File: config.mk
export PLATFORM = sky130hd
export DESIGN_NAME = decimal_text_to_fixed_point_unit
export DESIGN_NICKNAME = d
export VERILOG_FILES = /design/src/dtf_pkg.sv /design/src/dtf_front.sv /design/src/dtf_queue.sv /design/src/dtf_back.sv /design/src/decimal_text_to_fixed_point_unit.sv
export SDC_FILE = /design/constraint.sdc
export NUM_CORES = 1
export LEC_CHECK = 0
export BUFFER_PORTS_ARGS = -buffer_cell sky130_fd_sc_hd__buf_2
export CORE_ASPECT_RATIO = 2
export CORE_UTILIZATION = 50
export DETAILED_ROUTE_END_ITERATION = 8
export PLACE_DENSITY_LB_ADDON = 0.2
export SYNTH_ARGS = -nofsm -noshare
export SYNTH_HDL_FRONTEND = slang
export SYNTH_SLANG_ARGS = --single-unit
File: constraint.sdc
create_clock -name aclk -period 7.1 [get_ports aclk]
set_clock_uncertainty 0.2 [all_clocks]
set_input_delay 1.065 -clock aclk [delete_from_list [all_inputs] [get_ports aclk]]
set_output_delay 1.065 -clock aclk [all_outputs]
set_load 0.02 [all_outputs]
File: src/dtf_pkg.sv
// Shared types, constants and the power-of-ten table for the decimal text parser.
package dtf_pkg;

    // Fixed storage widths of the parse state
    localparam int INT_W   = 31;
    localparam int FRAC_W  = 30;
    localparam int CNT_W   = 4;
    localparam int VALUE_W = 48;
    // Magnitude width before clamping: widest integer part, widest fraction, carry
    localparam int MAG_W   = INT_W + 24 + 2;

    // Character codes
    localparam logic [7:0] CH_ZERO  = 8'h30;
    localparam logic [7:0] CH_NINE  = 8'h39;
    localparam logic [7:0] CH_POINT = 8'h2E;
    localparam logic [7:0] CH_PLUS  = 8'h2B;
    localparam logic [7:0] CH_MINUS = 8'h2D;

    // Clamp limits of the 48-bit signed result
    localparam logic [MAG_W-1:0] POS_LIMIT = MAG_W'((64'd1 << (VALUE_W - 1)) - 64'd1);
    localparam logic [MAG_W-1:0] NEG_LIMIT = MAG_W'(64'd1 << (VALUE_W - 1));

    // Input request
    typedef struct packed {
        logic [7:0] char_code;
        logic       last_char;
    } in_item_t;

    // Result
    typedef struct packed {
        logic signed [VALUE_W-1:0] value;
        logic                      bad_char;
        logic                      saturated;
    } out_item_t;

    // One finished number, handed from parser to scaler
    typedef struct packed {
        logic [INT_W-1:0]  int_accum;
        logic [FRAC_W-1:0] frac_accum;
        logic [CNT_W-1:0]  frac_digit_count;
        logic              negative;
        logic              error_seen;
        logic              overflow_seen;
    } job_t;

    // Scaler sequencer
    typedef enum logic [1:0] {
        BK_IDLE,
        BK_DIV,
        BK_SUM,
        BK_OUT
    } back_state_t;

    // 10^k, saturating at 10^9
    function automatic logic [FRAC_W-1:0] pow10(input logic [CNT_W-1:0] k);
        logic [FRAC_W-1:0] p;
        unique case (k)
            4'd0:    p = 30'd1;
            4'd1:    p = 30'd10;
            4'd2:    p = 30'd100;
            4'd3:    p = 30'd1000;
            4'd4:    p = 30'd10000;
            4'd5:    p = 30'd100000;
            4'd6:    p = 30'd1000000;
            4'd7:    p = 30'd10000000;
            4'd8:    p = 30'd100000000;
            default: p = 30'd1000000000;
        endcase
        return p;
    endfunction

endpackage

File: src/dtf_front.sv
// Character parser: accumulates integer and fraction digits, emits one job per number.
module dtf_front
    import dtf_pkg::*;
#(
    parameter int MAX_FRAC_DIGITS = 9,
    parameter int INT_BITS        = 31
) (
    input  logic     aclk,
    input  logic     aresetn,
    input  logic     s_valid,
    output logic     s_ready,
    input  in_item_t s_item,
    input  logic     q_full,
    output logic     q_push,
    output job_t     q_job
);

    localparam logic [INT_W+4:0] INT_LIMIT = (INT_W+5)'((64'd1 << INT_BITS) - 64'd1);

    logic [INT_W-1:0]  int_accum_reg, int_accum_next;
    logic [FRAC_W-1:0] frac_accum_reg, frac_accum_next;
    logic [CNT_W-1:0]  frac_cnt_reg, frac_cnt_next;
    logic negative_reg, negative_next;
    logic in_frac_reg, in_frac_next;
    logic term_reg, term_next;
    logic err_reg, err_next;
    logic ovf_reg, ovf_next;
    logic first_reg;

    logic             accept;
    logic             is_digit;
    logic [3:0]       digit;
    logic [INT_W+4:0] int_x10;
    logic [FRAC_W+3:0] frac_x10;

    assign s_ready = !q_full;
    assign accept  = s_valid && s_ready;
    assign q_push  = accept && s_item.last_char;

    assign is_digit = (s_item.char_code >= CH_ZERO) && (s_item.char_code <= CH_NINE);
    assign digit    = 4'(s_item.char_code - CH_ZERO);
    // times ten as shift-add
    assign int_x10  = ((INT_W+5)'(int_accum_reg) << 3) + ((INT_W+5)'(int_accum_reg) << 1)
                    + (INT_W+5)'(digit);
    assign frac_x10 = ((FRAC_W+4)'(frac_accum_reg) << 3) + ((FRAC_W+4)'(frac_accum_reg) << 1)
                    + (FRAC_W+4)'(digit);

    // Effect of one character on the parse state
    always_comb begin
        int_accum_next  = int_accum_reg;
        frac_accum_next = frac_accum_reg;
        frac_cnt_next   = frac_cnt_reg;
        negative_next   = negative_reg;
        in_frac_next    = in_frac_reg;
        term_next       = term_reg;
        err_next        = err_reg;
        ovf_next        = ovf_reg;
        if (!term_reg) begin
            priority if (first_reg && (s_item.char_code == CH_PLUS ||
                                       s_item.char_code == CH_MINUS)) begin
                negative_next = (s_item.char_code == CH_MINUS);
            end else if (is_digit) begin
                if (in_frac_reg) begin
                    if (frac_cnt_reg < CNT_W'(MAX_FRAC_DIGITS)) begin
                        frac_accum_next = frac_x10[FRAC_W-1:0];
                        frac_cnt_next   = frac_cnt_reg + 1'b1;
                    end
                end else if (int_x10 > INT_LIMIT) begin
                    int_accum_next = INT_LIMIT[INT_W-1:0];
                    ovf_next       = 1'b1;
                end else begin
                    int_accum_next = int_x10[INT_W-1:0];
                end
            end else if (s_item.char_code == CH_POINT) begin
                if (in_frac_reg) begin
                    term_next = 1'b1;
                end else begin
                    in_frac_next = 1'b1;
                end
            end else begin
                err_next = 1'b1;
            end
        end
    end

    // Finished number goes to the queue
    always_comb begin
        q_job.int_accum        = int_accum_next;
        q_job.frac_accum       = frac_accum_next;
        q_job.frac_digit_count = frac_cnt_next;
        q_job.negative         = negative_next;
        q_job.error_seen       = err_next;
        q_job.overflow_seen    = ovf_next;
    end

    // Parse state; clears after the last character
    always_ff @(posedge aclk) begin
        if (!aresetn || q_push) begin
            int_accum_reg  <= '0;
            frac_accum_reg <= '0;
            frac_cnt_reg   <= '0;
            negative_reg   <= 1'b0;
            in_frac_reg    <= 1'b0;
            term_reg       <= 1'b0;
            err_reg        <= 1'b0;
            ovf_reg        <= 1'b0;
            first_reg      <= 1'b1;
        end else if (accept) begin
            int_accum_reg  <= int_accum_next;
            frac_accum_reg <= frac_accum_next;
            frac_cnt_reg   <= frac_cnt_next;
            negative_reg   <= negative_next;
            in_frac_reg    <= in_frac_next;
            term_reg       <= term_next;
            err_reg        <= err_next;
            ovf_reg        <= ovf_next;
            first_reg      <= 1'b0;
        end
    end

endmodule

File: src/dtf_queue.sv
// Two-entry job queue between parser and scaler.
module dtf_queue
    import dtf_pkg::*;
(
    input  logic aclk,
    input  logic aresetn,
    input  logic push,
    input  job_t push_job,
    output logic full,
    output logic empty,
    input  logic pop,
    output job_t head_job
);

    job_t       slot_reg [2];
    logic       wr_ptr_reg;
    logic       rd_ptr_reg;
    logic [1:0] count_reg;

    assign full     = (count_reg == 2'd2);
    assign empty    = (count_reg == 2'd0);
    assign head_job = slot_reg[rd_ptr_reg];

    // Pointers and fill count
    always_ff @(posedge aclk) begin
        if (!aresetn) begin
            wr_ptr_reg <= 1'b0;
            rd_ptr_reg <= 1'b0;
            count_reg  <= 2'd0;
        end else begin
            if (push) begin
                wr_ptr_reg <= !wr_ptr_reg;
            end
            if (pop) begin
                rd_ptr_reg <= !rd_ptr_reg;
            end
            if (push && !pop) begin
                count_reg <= count_reg + 2'd1;
            end else if (pop && !push) begin
                count_reg <= count_reg - 2'd1;
            end
        end
    end

    // Storage
    always_ff @(posedge aclk) begin
        if (push) begin
            slot_reg[wr_ptr_reg] <= push_job;
        end
    end

endmodule

File: src/dtf_back.sv
// Scaler: divides the fraction by its power of ten, forms and clamps the fixed-point value.
module dtf_back
    import dtf_pkg::*;
#(
    parameter int FRAC_BITS = 16
) (
    input  logic      aclk,
    input  logic      aresetn,
    input  logic      q_empty,
    output logic      q_pop,
    input  job_t      q_job,
    output logic      m_valid,
    input  logic      m_ready,
    output out_item_t m_item
);

    localparam int RW = FRAC_BITS + 32;
    localparam int QW = FRAC_BITS + 1;
    localparam int KW = $clog2(FRAC_BITS + 1);

    back_state_t state_reg, state_next;

    job_t            job_reg;
    logic [RW-1:0]   rem_reg;
    logic [RW-1:0]   dsh_reg;
    logic [QW-1:0]   q_reg;
    logic [KW-1:0]   cnt_reg;
    logic [MAG_W-1:0] mag_reg;
    logic            m_valid_reg;
    out_item_t       m_item_reg;

    logic            start;
    logic            load_out;
    logic            ge;
    logic [FRAC_W-1:0] div;
    logic [MAG_W-1:0]  mag_clamped;
    logic              sat;

    assign m_valid = m_valid_reg;
    assign m_item  = m_item_reg;
    assign div     = pow10(q_job.frac_digit_count);
    assign ge      = (rem_reg >= dsh_reg);

    // Next state
    always_comb begin
        state_next = state_reg;
        unique case (state_reg)
            BK_IDLE: if (!q_empty) state_next = BK_DIV;
            BK_DIV:  if (cnt_reg == '0) state_next = BK_SUM;
            BK_SUM:  state_next = BK_OUT;
            BK_OUT:  if (!m_valid_reg || m_ready) state_next = BK_IDLE;
            default: state_next = BK_IDLE;
        endcase
    end

    // Sequencer outputs
    always_comb begin
        start    = 1'b0;
        load_out = 1'b0;
        unique case (state_reg)
            BK_IDLE: start = !q_empty;
            BK_OUT:  load_out = !m_valid_reg || m_ready;
            default: ;
        endcase
    end

    assign q_pop = start;

    // Clamp and sign
    always_comb begin
        mag_clamped = mag_reg;
        sat         = job_reg.overflow_seen;
        if (job_reg.negative) begin
            if (mag_reg > NEG_LIMIT) begin
                mag_clamped = NEG_LIMIT;
                sat         = 1'b1;
            end
        end else if (mag_reg > POS_LIMIT) begin
            mag_clamped = POS_LIMIT;
            sat         = 1'b1;
        end
    end

    always_ff @(posedge aclk) begin
        if (!aresetn) begin
            state_reg <= BK_IDLE;
        end else begin
            state_reg <= state_next;
        end
    end

    // Restoring divider: one quotient bit per cycle, round-half-up via the added divisor
    always_ff @(posedge aclk) begin
        if (start) begin
            job_reg <= q_job;
            rem_reg <= (RW'(q_job.frac_accum) << (FRAC_BITS + 1)) + RW'(div);
            dsh_reg <= RW'({div, 1'b0}) << FRAC_BITS;
            q_reg   <= '0;
            cnt_reg <= KW'(FRAC_BITS);
        end else if (state_reg == BK_DIV) begin
            if (ge) begin
                rem_reg <= rem_reg - dsh_reg;
            end
            dsh_reg <= dsh_reg >> 1;
            q_reg   <= {q_reg[QW-2:0], ge};
            cnt_reg <= cnt_reg - 1'b1;
        end
        if (state_reg == BK_SUM) begin
            mag_reg <= (MAG_W'(job_reg.int_accum) << FRAC_BITS) + MAG_W'(q_reg);
        end
    end

    // Output register
    always_ff @(posedge aclk) begin
        if (!aresetn) begin
            m_valid_reg <= 1'b0;
        end else if (load_out) begin
            m_valid_reg <= 1'b1;
        end else if (m_ready) begin
            m_valid_reg <= 1'b0;
        end
    end

    always_ff @(posedge aclk) begin
        if (load_out) begin
            m_item_reg.value     <= job_reg.negative ? -$signed(mag_clamped[VALUE_W-1:0])
                                                     : $signed(mag_clamped[VALUE_W-1:0]);
            m_item_reg.bad_char  <= job_reg.error_seen;
            m_item_reg.saturated <= sat;
        end
    end

endmodule

File: src/decimal_text_to_fixed_point_unit.sv
// Top level: decimal text to signed fixed point, parser and scaler joined by a job queue.
//
//   channel | ports                      | carries
//   --------+----------------------------+------------------------------------------
//   input   | s_valid s_ready s_item     | one character request, last_char flag
//   result  | m_valid m_ready m_item     | value (48b, FRAC_BITS fraction), flags
//
// The parser takes one character per cycle while the queue is not full. The scaler works
// on one number at a time (bit-per-cycle divider, sum, clamp, output) before it takes the next.
// Two finished numbers can wait in the queue; s_ready drops only when it is full.
// Reset (aresetn, synchronous, active low) clears parse state, queue and output valid.
// A stalled result holds in the output register while parsing goes on.
module decimal_text_to_fixed_point_unit
    import dtf_pkg::*;
#(
    parameter int FRAC_BITS       = 16,
    parameter int MAX_FRAC_DIGITS = 9,
    parameter int INT_BITS        = 31
) (
    input  logic      aclk,
    input  logic      aresetn,
    input  logic      s_valid,
    output logic      s_ready,
    input  in_item_t  s_item,
    output logic      m_valid,
    input  logic      m_ready,
    output out_item_t m_item
);

    logic q_full;
    logic q_empty;
    logic q_push;
    logic q_pop;
    job_t push_job;
    job_t head_job;

    dtf_front #(
        .MAX_FRAC_DIGITS(MAX_FRAC_DIGITS),
        .INT_BITS       (INT_BITS)
    ) u_front (
        .aclk    (aclk),
        .aresetn (aresetn),
        .s_valid (s_valid),
        .s_ready (s_ready),
        .s_item  (s_item),
        .q_full  (q_full),
        .q_push  (q_push),
        .q_job   (push_job)
    );

    dtf_queue u_queue (
        .aclk     (aclk),
        .aresetn  (aresetn),
        .push     (q_push),
        .push_job (push_job),
        .full     (q_full),
        .empty    (q_empty),
        .pop      (q_pop),
        .head_job (head_job)
    );

    dtf_back #(
        .FRAC_BITS(FRAC_BITS)
    ) u_back (
        .aclk    (aclk),
        .aresetn (aresetn),
        .q_empty (q_empty),
        .q_pop   (q_pop),
        .q_job   (head_job),
        .m_valid (m_valid),
        .m_ready (m_ready),
        .m_item  (m_item)
    );

endmodule

# Word-level counts from Yosys, hierarchy flattened
# Memory sizes are Yosys's and may differ from the RTL's. A register that Yosys moved wholly into a read port is not among the register bits.
# Cells that the tools add are included.
# Widths: inputs -> output; s select.
[totals]
regBits = 327
ram_bits = 136
mem_bits_ro = 480
in_bits = 13
output_inout_bits = 52
wordCells = 146
mem_count = 2
[classes]
addsub = 13
n_lt_le_gt_ge = 7
eq_ne = 10
n_mux = 57
bitwise_logic = 3
reduce_logical = 27
[mem_list]
columns = ["name", "words", "width", "read_ports", "rd_clocked_by_memory_dff", "write_ports", "line_no", "text"]
rows = [
  ["(no name shown)", 16, 30, 1, 0, 0, "dtf_pkg.sv:57", "unique case (k)"],
  ["u_queue.slot_reg", 2, 68, 1, 1, 1, "dtf_queue.sv:15", "job_t slot_reg [2];"],
]
[ops]
columns = ["cell", "n"]
rows = [
  ["$mux 48", 7],
  ["$mux 31", 5],
  ["$mux 30", 5],
  ["$mux 47", 2],
  ["$add 47x17->48", 1],
  ["$add 47x30->48", 1],
  ["$ge 48x47->1", 1],
  ["$gt 48x47->1 const B", 1],
  ["$gt 48x48->1 const B", 1],
  ["$neg 48->48", 1],
  ["$sub 48x47->48", 1],
  ["$add 36x4->36", 1],
  ["$gt 36x31->1 const B", 1],
  ["$add 34x32->35", 1],
  ["$add 30x30->30", 1],
  ["$add 30x4->30", 1],
  ["$mux 1", 27],
  ["$eq 8x6->1 const B", 3],
  ["$mux 4", 5],
  ["$mux 2", 5],
  ["$ge 8x6->1 const B", 1],
  ["$le 8x6->1 const B", 1],
  ["$logic_not 1->1", 8],
  ["$pmux 2 s4", 1],
  ["other kinds (19)", 35],
]

# Longest topological paths before layout
[logic_depth]
ltp_word = 8
ltp_mapped = 21
ltp_nobuf = 18

# By module
# A second synthesis with hierarchy kept.
[hier_totals]
hier_cells = 2693
hier_area_um2 = 27299.9
[by_module_without_submodules]
columns = ["module", "instances", "cells_each", "area_per_inst_um2", "seq_area_each_um2"]
rows = [
  ["dtf_back", 1, 1507, 14898.0, 7146.9],
  ["dtf_front", 1, 952, 7188.1, 1421.4],
  ["dtf_queue", 1, 234, 5213.8, 4184.0],
]

# Least setup slack after synthesis
# Ideal clock, no wire load.
[synth_timing]
path_kind = "register to register"
startpoint = "register u_back.rem_reg[0]"
endpoint = "register u_back.rem_reg[0] (enable)"
setup_time_ns = 0.520
arrival_ns = 5.699
path_slack_ns = 0.681
stages_incl_launch_ff = 15
path_buffers = 0
path_cell_list = "edfxtp_1 inv_1 ha_1 fa_1 nor2b_1 o21ai_0 nand2b_1 a221oi_1 o2111ai_1 nand2_1 o21ai_0 a21oi_1 o21ai_0 a2111oi_0 o21ai_0"
[synth_via]
elab_chain_cells = 3
[synth_lines]
columns = ["item", "line_no", "text"]
rows = [
  ["start: declaration", "dtf_back.sv:24", "logic [RW-1:0] rem_reg;"],
  ["start signal: assignment", "dtf_back.sv:96", "rem_reg <= (RW'(q_job.frac_accum) << (FRAC_BITS + 1)) + RW'(div);"],
  ["start signal: assignment", "dtf_back.sv:102", "rem_reg <= rem_reg - dsh_reg;"],
  ["$ge 48x47->1", "dtf_back.sv:42", "assign ge = (rem_reg >= dsh_reg);"],
  ["$reduce_bool 2->1 (no source line)", "--", ""],
  ["$reduce_and 2->1 (no source line)", "--", ""],
]
# Every way passes these cells.
# A chain may end at the register's enable or synchronous reset.

==> qor.txt <==
Drt total wl - 65310 um
Switching share of power - 39.06%
Synthesized cell area - 27310 um^2
PwrDens - 394.7 nW/um^2
Antenna violations before repair - 1
Reg power frac - 36.2%
Row count - 120
Worst-Skew Late Latency - 580 ps
Simple logic cell fraction of the synthesized area - 14.62%
Total Neg Setup Slack - 0 ps
CTS Root Cell - clkbuf_16
XOR/XNOR Fraction of Synth Area - 5.420%
Dpl hpwl - 48810 um
CTS max path bufs - 3
TritonCTS clock tree - yes
Post-synthesis mux area share - 4.481%
Area contributors post-synth - edfxtp_1 (38%), dfxtp_1 (8.6%), ha_1 (7.5%)
FFs w/ async S/R, synth - 0%
Routed WL per cell - 18.84 um
Leakage - 0.01133 uW
Core Region - 53750 um^2
Vias - 20670
Die ar. - 55610 um^2
Main combinational cell family by area after synthesis - compound AO/OA/AOI/OAI gates
Layout fillers - 4752
First-pass GRT wire length - 104400 um
H-tree lvl count - 2
Die Y - 332.5 um
Slew HR - 26.98%
Seq/Total Area, Yosys - 46.69%
EDFF count, synth - 346
Clock network fraction of total power - 20.2%
Mapped Cells - 2739
# nets final - 2943
CTS Hold Bufs - 0
Min cycle time layout - 5254 ps
Unrepaired setup endpoints after global routing - no
Area grow syn2layout - 8.801%
Internal power - 7146 uW
Post-synth top area cell - edfxtp_1
Final period utilization - 74.00%
Mapped Nets - 2921
#FFs+latches synth - 464
Residual DRC - 0
Arrival time worst endpoint - 5320 ps
Placer congestion estimate - 0.9210
Final hold vios - 0
Compound-Gate Fraction of Synth Area - 17.57%
Vias per cell - 5.962
Number of port buffers - 64
Starting density of the core - 50.81%
Adder-cell area share of the yosys netlist - 7.908%
Fmax - 190.3 MHz
Post-CTS sizing - 0
Setup bufs post-CTS - 0
Layout cells sized above 1 - 10.48%
Syn. warnings - 0
Reg2reg path depth - 14
Global route total overflow - 0
Gr usage total - 23.21%
Switching power - 4581 uW
Clock-pin slew on the worst setup and hold paths - 70 ps
Vias in the first global route - 20040
Peak supply drop - 0.1935 mV
Clk sinks - 464
Worst hold path class - flip-flop to flip-flop
Synthesized area per cell - 9.971 um^2
Yosys cell types - 90
Status - finished, final reports clean
Setup CP Type - flip-flop to flip-flop
Final core utilization - 55.28%
Final Setup Violations - 0
Ports - 65
CTS Buf Count - 43
Max reg flops - 136
Combinational share of power - 43.6%
Largest net degree at the start of global routing - 82
Initial DRC count - 1486
Top-count cell post-synth - edfxtp_1
Commonest cells post-synth - edfxtp_1 (346), nor2_1 (271), nand2_1 (240)
Crit. End Element - flip-flop
Crit path launch type - flip-flop
Synth top area share - 38.04%
Main synth FF type - edfxtp_1
Non-filler instance count after layout - 3467
Max FO, Critical Path - 64
Slew Limit Fails - 0
Hold path cells - 0
Die width - 167.3 um
Cells after DPL - 3387
Slew at the pin with the worst max-slew slack - 1085 ps
Critical Path RT - 7170 ps
Post-DRT Antenna Nets - 0
Drt first pass iters - 5
Final hold slack - 228.7 ps
Max Cap Viol - 0
Antenna cells - 0
## kinds of logic (layout without fill, tap and decap cells)
family / count (synthesis) / count (layout)
AND/OR/NAND/NOR: 845 / 845
AO/OA/AOI/OAI: 750 / 750
flip-flops: 464 / 464
buffers and inverters: 228 / 285
adder cells (fa/ha/maj): 169 / 169
XOR/XNOR: 169 / 169
multiplexers: 114 / 114
## final cells by class
cell class	instances	area (um^2)	share of cell area, %
Clock buffer	51	1137	3.828
Clock inverter	29	296.5	0.9980
Inverter	109	410.4	1.381
Multi-Input combinational cell	2047	13710	46.15
Sequential cell	464	12760	42.93
Tap cell	671	839.6	2.826
Timing Repair Buffer	96	560.5	1.886
## cell usage in the layout, fill, tap and decap left out, types with 32 or more instances in the layout
cell,n
o21ai_0,172
dfxtp_1,117
edfxtp_1,346
nand2_1,240
mux2i_1,48
buf_4,32
a21oi_1,199
xnor2_1,96
ha_1,161
a31oi_1,79
a21o_1,67
nand3_1,66
nor3_1,56
xor2_1,73
mux2_2,66
nor2_1,268
inv_1,107
clkbuf_16,44
buf_2,64
## power groups by stage
| stage | Sequential (uW) | Clock [uW] | Combinational [uW] |
|---|---|---|---|
| after floorplan | 4220 | 0 | 3790 |
| after global placement | 4280 | 0 | 5020 |
| after detailed placement | 4290 | 0 | 5090 |
| after CTS | 4240 | 2420 | 5120 |
| after global routing | 4300 | 2520 | 5660 |
| final | 4240 | 2370 | 5110 |
## final timing paths
kind | startpoint | end | slack (ps)
setup / recovery | u_front.int_accum_reg[0] | u_queue.slot_reg[0][51] | 1850
hold / removal | u_back.job_reg[1] | u_back.m_item[1] | 230
setup reg to reg | u_front.int_accum_reg[0] | u_queue.slot_reg[0][51] | 1850
hold reg to reg | u_back.job_reg[1] | u_back.m_item[1] | 230
## stage by stage
stage | setup slack [ps] | area, um^2 | power, uW
2_1_floorplan | 680.9 | 27310 | 8007
5_1_grt | 1591 | 29710 | 12470
3_5_place_dp | 1758 | 28280 | 9378
3_3_place_gp | 1827 | 28280 | 9299
4_1_cts | 1905 | 29710 | 11780
6_report | 1846 | 29710 | 11730
## routing by layer
layer,up-vias,global-route usage [%],wire (um)
met5,-,0,9
met4,2,11.93,3186
met3,155,2.308,2450
met2,548,41.91,33530
met1,9784,27.07,26130
li1,10180,-,-
## worst max-delay path, stage by stage, from the launching register on
cell	delay (ps)
dfxtp_1	340
ha_1	260
fa_1	450
a211oi_2	290
o211ai_2	190
a2111oi_0	420
nand4bb_1	250
nand4_2	130
or3_4	430
nor4_1	400
and2_2	250
nand4b_2	140
a2111oi_4	360
buf_4	570
a31oi_1	230
Power figures use the tool's default switching activity.
